$ cat src/rtl/ttps_pkg.sv
// Shared types and constants of the textured triangle pixel shader.
`default_nettype none
package ttps_pkg;

  localparam int FRAC_BITS = 16;
  localparam int WORD_W    = 32;
  localparam int VTX_W     = WORD_W - FRAC_BITS;
  localparam int OPD_W     = VTX_W + 2;
  localparam int EDGE_W    = 2 * OPD_W;
  localparam int BAR_W     = FRAC_BITS + 2;
  localparam int ACC_W     = BAR_W + WORD_W + 2;
  localparam int DVD_W     = ACC_W + 1;
  localparam int QM_W      = DVD_W - 1;
  localparam int DVS_W     = ACC_W - FRAC_BITS + 1;
  localparam int TSZ_W     = 7;
  localparam int TEX_WORDS = 4096;
  localparam int TEX_AW    = $clog2(TEX_WORDS);
  localparam int TRI_WORDS = 15;
  localparam int IDX_W     = 4;
  localparam int PIX_W     = 6;
  localparam int TADDR_W   = 2 * TSZ_W + 1;

  localparam logic [WORD_W-1:0] DEPTH_FAR  = 32'h7FFF_FFFF;
  localparam logic [WORD_W-1:0] DEPTH_NEAR = 32'h8000_0000;
  localparam logic [DVD_W-1:0]  DEPTH_NUM  = DVD_W'(1) << (2 * FRAC_BITS);
  localparam logic [TSZ_W-1:0]  TSZ_RESET  = 7'd64;
  localparam logic [IDX_W-1:0]  TRI_IZ0    = 4'd6;
  localparam logic [IDX_W-1:0]  TRI_NONE   = 4'd15;

  localparam logic [1:0] OP_LOAD  = 2'd0;
  localparam logic [1:0] OP_TEXEL = 2'd1;
  localparam logic [1:0] OP_CLEAR = 2'd2;
  localparam logic [1:0] OP_SHADE = 2'd3;

  localparam logic REG_TEX_W = 1'b0;
  localparam logic REG_TEX_H = 1'b1;

  localparam logic [2:0] DIV_B0    = 3'd0;
  localparam logic [2:0] DIV_B1    = 3'd1;
  localparam logic [2:0] DIV_B2    = 3'd2;
  localparam logic [2:0] DIV_DEPTH = 3'd3;
  localparam logic [2:0] DIV_TU    = 3'd4;
  localparam logic [2:0] DIV_TV    = 3'd5;

  typedef struct packed {
    logic       accept;
    logic       clear_step;
    logic       edge_step;
    logic [1:0] edge_idx;
    logic       edge_phase;
    logic       mac_clear;
    logic       mac_step;
    logic [1:0] mac_i;
    logic [1:0] mac_k;
    logic       div_start;
    logic [2:0] div_sel;
    logic       set_covered;
    logic       set_passed;
    logic       tex_read;
    logic       write_back;
  } ttps_cmd_t;

  typedef struct packed {
    logic clear_last;
    logic onscreen;
    logic covered;
    logic div_done;
    logic z_zero;
    logic depth_less;
  } ttps_stat_t;

endpackage
`default_nettype wire

$ cat src/rtl/ttps_ctrl.sv
// Shader controller: sequences clear sweep, edges, divisions and stores.
`default_nettype none
module ttps_ctrl (
  input  wire logic                 clk,
  input  wire logic                 rst,
  input  wire logic                 start,
  input  wire logic [1:0]           opcode,
  input  wire ttps_pkg::ttps_stat_t status,
  output ttps_pkg::ttps_cmd_t       cmd,
  output logic                      busy,
  output logic                      done
);
  import ttps_pkg::*;

  localparam logic [3:0] ST_CLEAR = 4'd0;
  localparam logic [3:0] ST_IDLE  = 4'd1;
  localparam logic [3:0] ST_EDGE  = 4'd2;
  localparam logic [3:0] ST_CHECK = 4'd3;
  localparam logic [3:0] ST_DIVS  = 4'd4;
  localparam logic [3:0] ST_DIVW  = 4'd5;
  localparam logic [3:0] ST_MAC   = 4'd6;
  localparam logic [3:0] ST_ZCHK  = 4'd7;
  localparam logic [3:0] ST_DTEST = 4'd8;
  localparam logic [3:0] ST_TADDR = 4'd9;
  localparam logic [3:0] ST_WB    = 4'd10;
  localparam logic [3:0] ST_EMIT  = 4'd11;

  logic [3:0] state;
  logic [2:0] cnt;
  logic [2:0] sel;
  logic [1:0] mac_i;
  logic [1:0] mac_k;

  assign busy = state != ST_IDLE;

  always_ff @(posedge clk) begin
    if (rst) begin
      state <= ST_CLEAR;
      cnt   <= '0;
      sel   <= DIV_B0;
      mac_i <= '0;
      mac_k <= '0;
      done  <= 1'b0;
    end else begin
      done <= 1'b0;
      case (state)
        ST_CLEAR: begin
          if (status.clear_last) state <= ST_IDLE;
        end
        ST_IDLE: begin
          if (start) begin
            cnt <= '0;
            if (opcode == OP_SHADE && status.onscreen) state <= ST_EDGE;
            else state <= ST_EMIT;
          end
        end
        ST_EDGE: begin
          cnt <= cnt + 1'b1;
          if (cnt == 3'd7) state <= ST_CHECK;
        end
        ST_CHECK: begin
          if (status.covered) begin
            sel   <= DIV_B0;
            state <= ST_DIVS;
          end else begin
            state <= ST_EMIT;
          end
        end
        ST_DIVS: state <= ST_DIVW;
        ST_DIVW: begin
          if (status.div_done) begin
            case (sel)
              DIV_B0: begin
                sel <= DIV_B1; state <= ST_DIVS;
              end
              DIV_B1: begin
                sel <= DIV_B2; state <= ST_DIVS;
              end
              DIV_B2: begin
                mac_i <= '0; mac_k <= '0; state <= ST_MAC;
              end
              DIV_DEPTH: state <= ST_DTEST;
              DIV_TU: begin
                sel <= DIV_TV; state <= ST_DIVS;
              end
              default: state <= ST_TADDR;
            endcase
          end
        end
        ST_MAC: begin
          if (mac_i == 2'd2) begin
            mac_i <= '0;
            if (mac_k == 2'd2) state <= ST_ZCHK;
            else mac_k <= mac_k + 1'b1;
          end else begin
            mac_i <= mac_i + 1'b1;
          end
        end
        ST_ZCHK: begin
          if (status.z_zero) begin
            state <= ST_EMIT;
          end else begin
            sel   <= DIV_DEPTH;
            state <= ST_DIVS;
          end
        end
        ST_DTEST: begin
          if (status.depth_less) begin
            sel   <= DIV_TU;
            state <= ST_DIVS;
          end else begin
            state <= ST_EMIT;
          end
        end
        ST_TADDR: state <= ST_WB;
        ST_WB:    state <= ST_EMIT;
        ST_EMIT: begin
          done  <= 1'b1;
          state <= ST_IDLE;
        end
        default: state <= ST_IDLE;
      endcase
    end
  end

  always_comb begin
    cmd            = '0;
    cmd.div_sel    = sel;
    cmd.mac_i      = mac_i;
    cmd.mac_k      = mac_k;
    cmd.edge_idx   = cnt[2:1];
    cmd.edge_phase = cnt[0];
    case (state)
      ST_CLEAR: cmd.clear_step = 1'b1;
      ST_IDLE:  cmd.accept = start;
      ST_EDGE:  cmd.edge_step = 1'b1;
      ST_CHECK: begin
        cmd.set_covered = status.covered;
        cmd.mac_clear   = 1'b1;
      end
      ST_DIVS:  cmd.div_start = 1'b1;
      ST_MAC:   cmd.mac_step = 1'b1;
      ST_DTEST: cmd.set_passed = status.depth_less;
      ST_TADDR: cmd.tex_read = 1'b1;
      ST_WB:    cmd.write_back = 1'b1;
      default:  cmd.accept = 1'b0;
    endcase
  end

endmodule
`default_nettype wire

$ cat config.mk
export PLATFORM = sky130hd
export DESIGN_NAME = ttps_ctrl
export DESIGN_NICKNAME = d
export VERILOG_FILES = /design/src/rtl/ttps_pkg.sv /design/src/rtl/ttps_ctrl.sv
export SDC_FILE = /design/constraint.sdc
export NUM_CORES = 1
export LEC_CHECK = 0
export BUFFER_PORTS_ARGS = -buffer_cell sky130_fd_sc_hd__buf_2
export CAP_MARGIN = 20
export CORE_MARGIN = 5
export CORE_UTILIZATION = 50
export CTS_CLUSTER_SIZE = 20
export DETAILED_ROUTE_END_ITERATION = 6
export PLACE_DENSITY = 0.83
export SYNTH_ARGS = -nofsm -noshare
export SYNTH_HDL_FRONTEND = slang
export SYNTH_SLANG_ARGS = --single-unit
$ cat constraint.sdc
create_clock -name clk -period 2.45 [get_ports clk]
set_input_delay 0.3675 -clock clk [delete_from_list [all_inputs] [get_ports clk]]
set_output_delay 0.3675 -clock clk [all_outputs]
set_load 0.02 [all_outputs]
==> reports/metrics.yaml <==
run_status:
  outcome: "finished clean"
layout:
  n_fill_cell: 196
  ff_latch_area_sq_um: 300
  area_growth_pct: 15.6
  diodes: 0
  multi_input_area_sq_um: 708
  fin_cells: 195
  fin_nets: 182
  drive_gt1_frac: 0.263
logic_synthesis:
  postSynth.asyncResetShare: 0
  postSynthCellCount: 140
  ys.flop_type: "dfxtp_1"
  synth_edf_count: 0
  yosys_warnings: 0
  yosysSeqAreaShare: 0.275
  synth-seq-cells: 15
  synthesis.nets: 154
  syn_area_sq_um: 1090
  syn_avg_cell_area_sq_um: 7.80
  ys_types: 48
clock_tree:
  postCtsHoldBufs: 0
  clkLatencyLatePin_ns: 0.29
  cts.htree.levels: 1
  ctsResizeCount: 0
  postCtsSetupBuffers: 0
  cts_root_buffer: "clkbuf_4"
  cts.sinks: 15
  clk_path_buf_depth: 2
  numCtsBuffers: 3
  cts_tree: "yes"
  clkSlewWorstSetupHoldPaths_ns: 0.09
power:
  p_per_area_nw_per_um2: 519
  p_leak_nw: 0.554
  ir_drop_mv: 0.360
setup_path:
  arrival_ns: 1.83
  worstSetupStartpointType: "flip-flop"
  critPathKind: "reg -> out"
  worst_path_max_delay_cell: "dfxtp_1"
  cp_max_fo: 17
  crit_path_end_kind: "primary output"
  required_ns: 2.08
  crit_chain: "inv_2, or3_4, inv_4, buf_2"
  r2r_slack_ns: 0.42
  critPathMaxStageDelay_ns: 0.72
route:
  wl_per_cell_um: 14.2
  wl_mm: 2.76
  ant_nets: 0
  viasPerCell: 5.85
  drtPass1Iterations: 4
  drt_iter0_drc: 42
  vias: 1140
  route.detailed.drc: 0
global_route:
  met2_usage: 0.297
  antenna_found_initial: 0
  grt_busiest_layer: "met2"
  use_met3: 0.0460
  grt_pass1_vias: 1017
  grt.met1_usage: 0.219
  grt_max_degree: 19
  grt.total_usage: 0.176
  grt_pass1_wl_mm: 4.64
  gr-total-overflow: 0
timing:
  period_share: 0.895
  slew_headroom: 0.593
  fin_crit_ns: 2.19
  final_max_slew_viol_count: 0
  worst_slew_pin_slew_ns: 0.610
  fin_skew_ns: 0.00751
  hold_viol: 0
  rsz0062_at_grt: "no"
  fmax_mhz: 456
  setup_viol: 0
  setup_tns_ns: 0
placed_design:
  gp_congestion: 0.908
  placed_cells: 191
  dp_hpwl_mm: 2.13
  portBuffers: 32
floorplan:
  num_rows: 17
  initial_utilization: 0.508
  dieArea_sq_um: 3220
  die_h_um: 56.7
  core_area_sq_um: 2150
  die_x_um: 56.7
  io_pins: 33
run:
  cap_violations: 0
min_path:
  hp-class: "in -> reg"
path summary, 6_finish.rpt:
check | endpoint | cells past startpoint | from
worst max-delay path | cmd[12] | 4 | state[2]$_SDFFE_PP0P_
worst min-delay path | mac_k[0]$_SDFFE_PP0P_ | 2 | rst
worst max register to register | state[1]$_SDFFE_PP0P_ | 6 | state[2]$_SDFFE_PP0P_
worst min register to register | sel[0]$_SDFFE_PP0P_ | 2 | sel[0]$_SDFFE_PP0P_
stage by stage:
step	util	power, mW	cell area, sq um	setup slack, ns	hold slack, ns
after floorplan	-	0.461	1090	0.719	0.452
final	0.588	0.655	1260	0.257	0.415
after global routing	0.588	0.700	1260	0.156	0.414
after global placement	0.575	0.508	1240	0.451	0.495
after detailed placement	0.575	0.512	1240	0.440	0.523
after CTS	0.588	0.659	1260	0.256	0.411
critical path, delay by kind of cell (launching register included):
family / cells / cell delay [ns]
flops: 1 / 0.72
simple gates: 1 / 0.45
buf+inv: 3 / 0.37
registers in the layout (all words and copies together), names as in the netlist:
| register | flops |
|---|---|
| done | 1 |
| state | 4 |
| sel | 3 |
| cnt | 3 |
| mac_i | 2 |
| mac_k | 2 |
per-layer routing:
layer / share of wire / routed length, um
met1: 0.42 / 1160
met2: 0.51 / 1400
met3: 0.061 / 169
met4: 0.0098 / 27
met5: 0 / 0
layout make-up:
| cell class | instances | area share |
|---|---|---|
| flip-flops and latches | 15 | 0.238 |
| well taps | 28 | 0.0278 |
| multi-input cells | 108 | 0.561 |
| inverters | 8 | 0.0258 |
| repair buffers | 32 | 0.127 |
| clock buffers | 4 | 0.0208 |
power by group:
part           switching (mW)  internal (mW)  total, mW
logic                   0.132         0.0837      0.215
registers              0.0398          0.254      0.294
clock network          0.0819         0.0634      0.145
cells in the mapped netlist, drive strengths merged (2+ instances only):
| cell | number | area (sq um) |
|---|---|---|
| o21ai | 8 | 40.0 |
| inv | 8 | 32.5 |
| nor2 | 15 | 58.8 |
| clkbuf | 2 | 7.51 |
| nor3b | 3 | 22.5 |
| o32ai | 3 | 26.3 |
| buf | 7 | 43.8 |
| a22oi | 3 | 22.5 |
| nand3 | 5 | 25.0 |
| a311oi | 3 | 26.3 |
| nor3 | 5 | 25.0 |
| a21oi | 7 | 35.0 |
| and2 | 2 | 12.5 |
| nand2b | 7 | 51.3 |
| dfxtp | 15 | 300 |
| and3 | 3 | 23.8 |
| mux2i | 4 | 40.0 |
| ha | 3 | 37.5 |
| or3 | 2 | 17.5 |
| nand2 | 15 | 56.3 |
| nor4 | 2 | 12.5 |
placed cells by master (no fill, tap or decap), types with 2 or more instances in the layout:
cell type,n
buf_2,32
nand2_1,15
dfxtp_1,15
nor2_1,14
a21oi_1,7
nand2b_1,6
inv_1,6
nor3_1,5
nand3_1,5
o21ai_0,5
mux2i_1,4
a311oi_1,3
o32ai_1,3
nor3b_1,3
o21ai_1,3
a22oi_1,3
ha_1,3
clkbuf_4,3
and2_1,2
nor4_1,2
and3_1,2
cell families (layout without fill, tap and decap cells):
logic type | Yosys count | count (layout) | synth area share
fa+ha+maj | 3 | 3 | 0.0344
mux | 5 | 5 | 0.0470
simple gates | 64 | 64 | 0.321
flops | 15 | 15 | 0.275
compound gates | 36 | 36 | 0.246
buf+inv | 17 | 44 | 0.0767
Power figures use the tool's default switching activity.
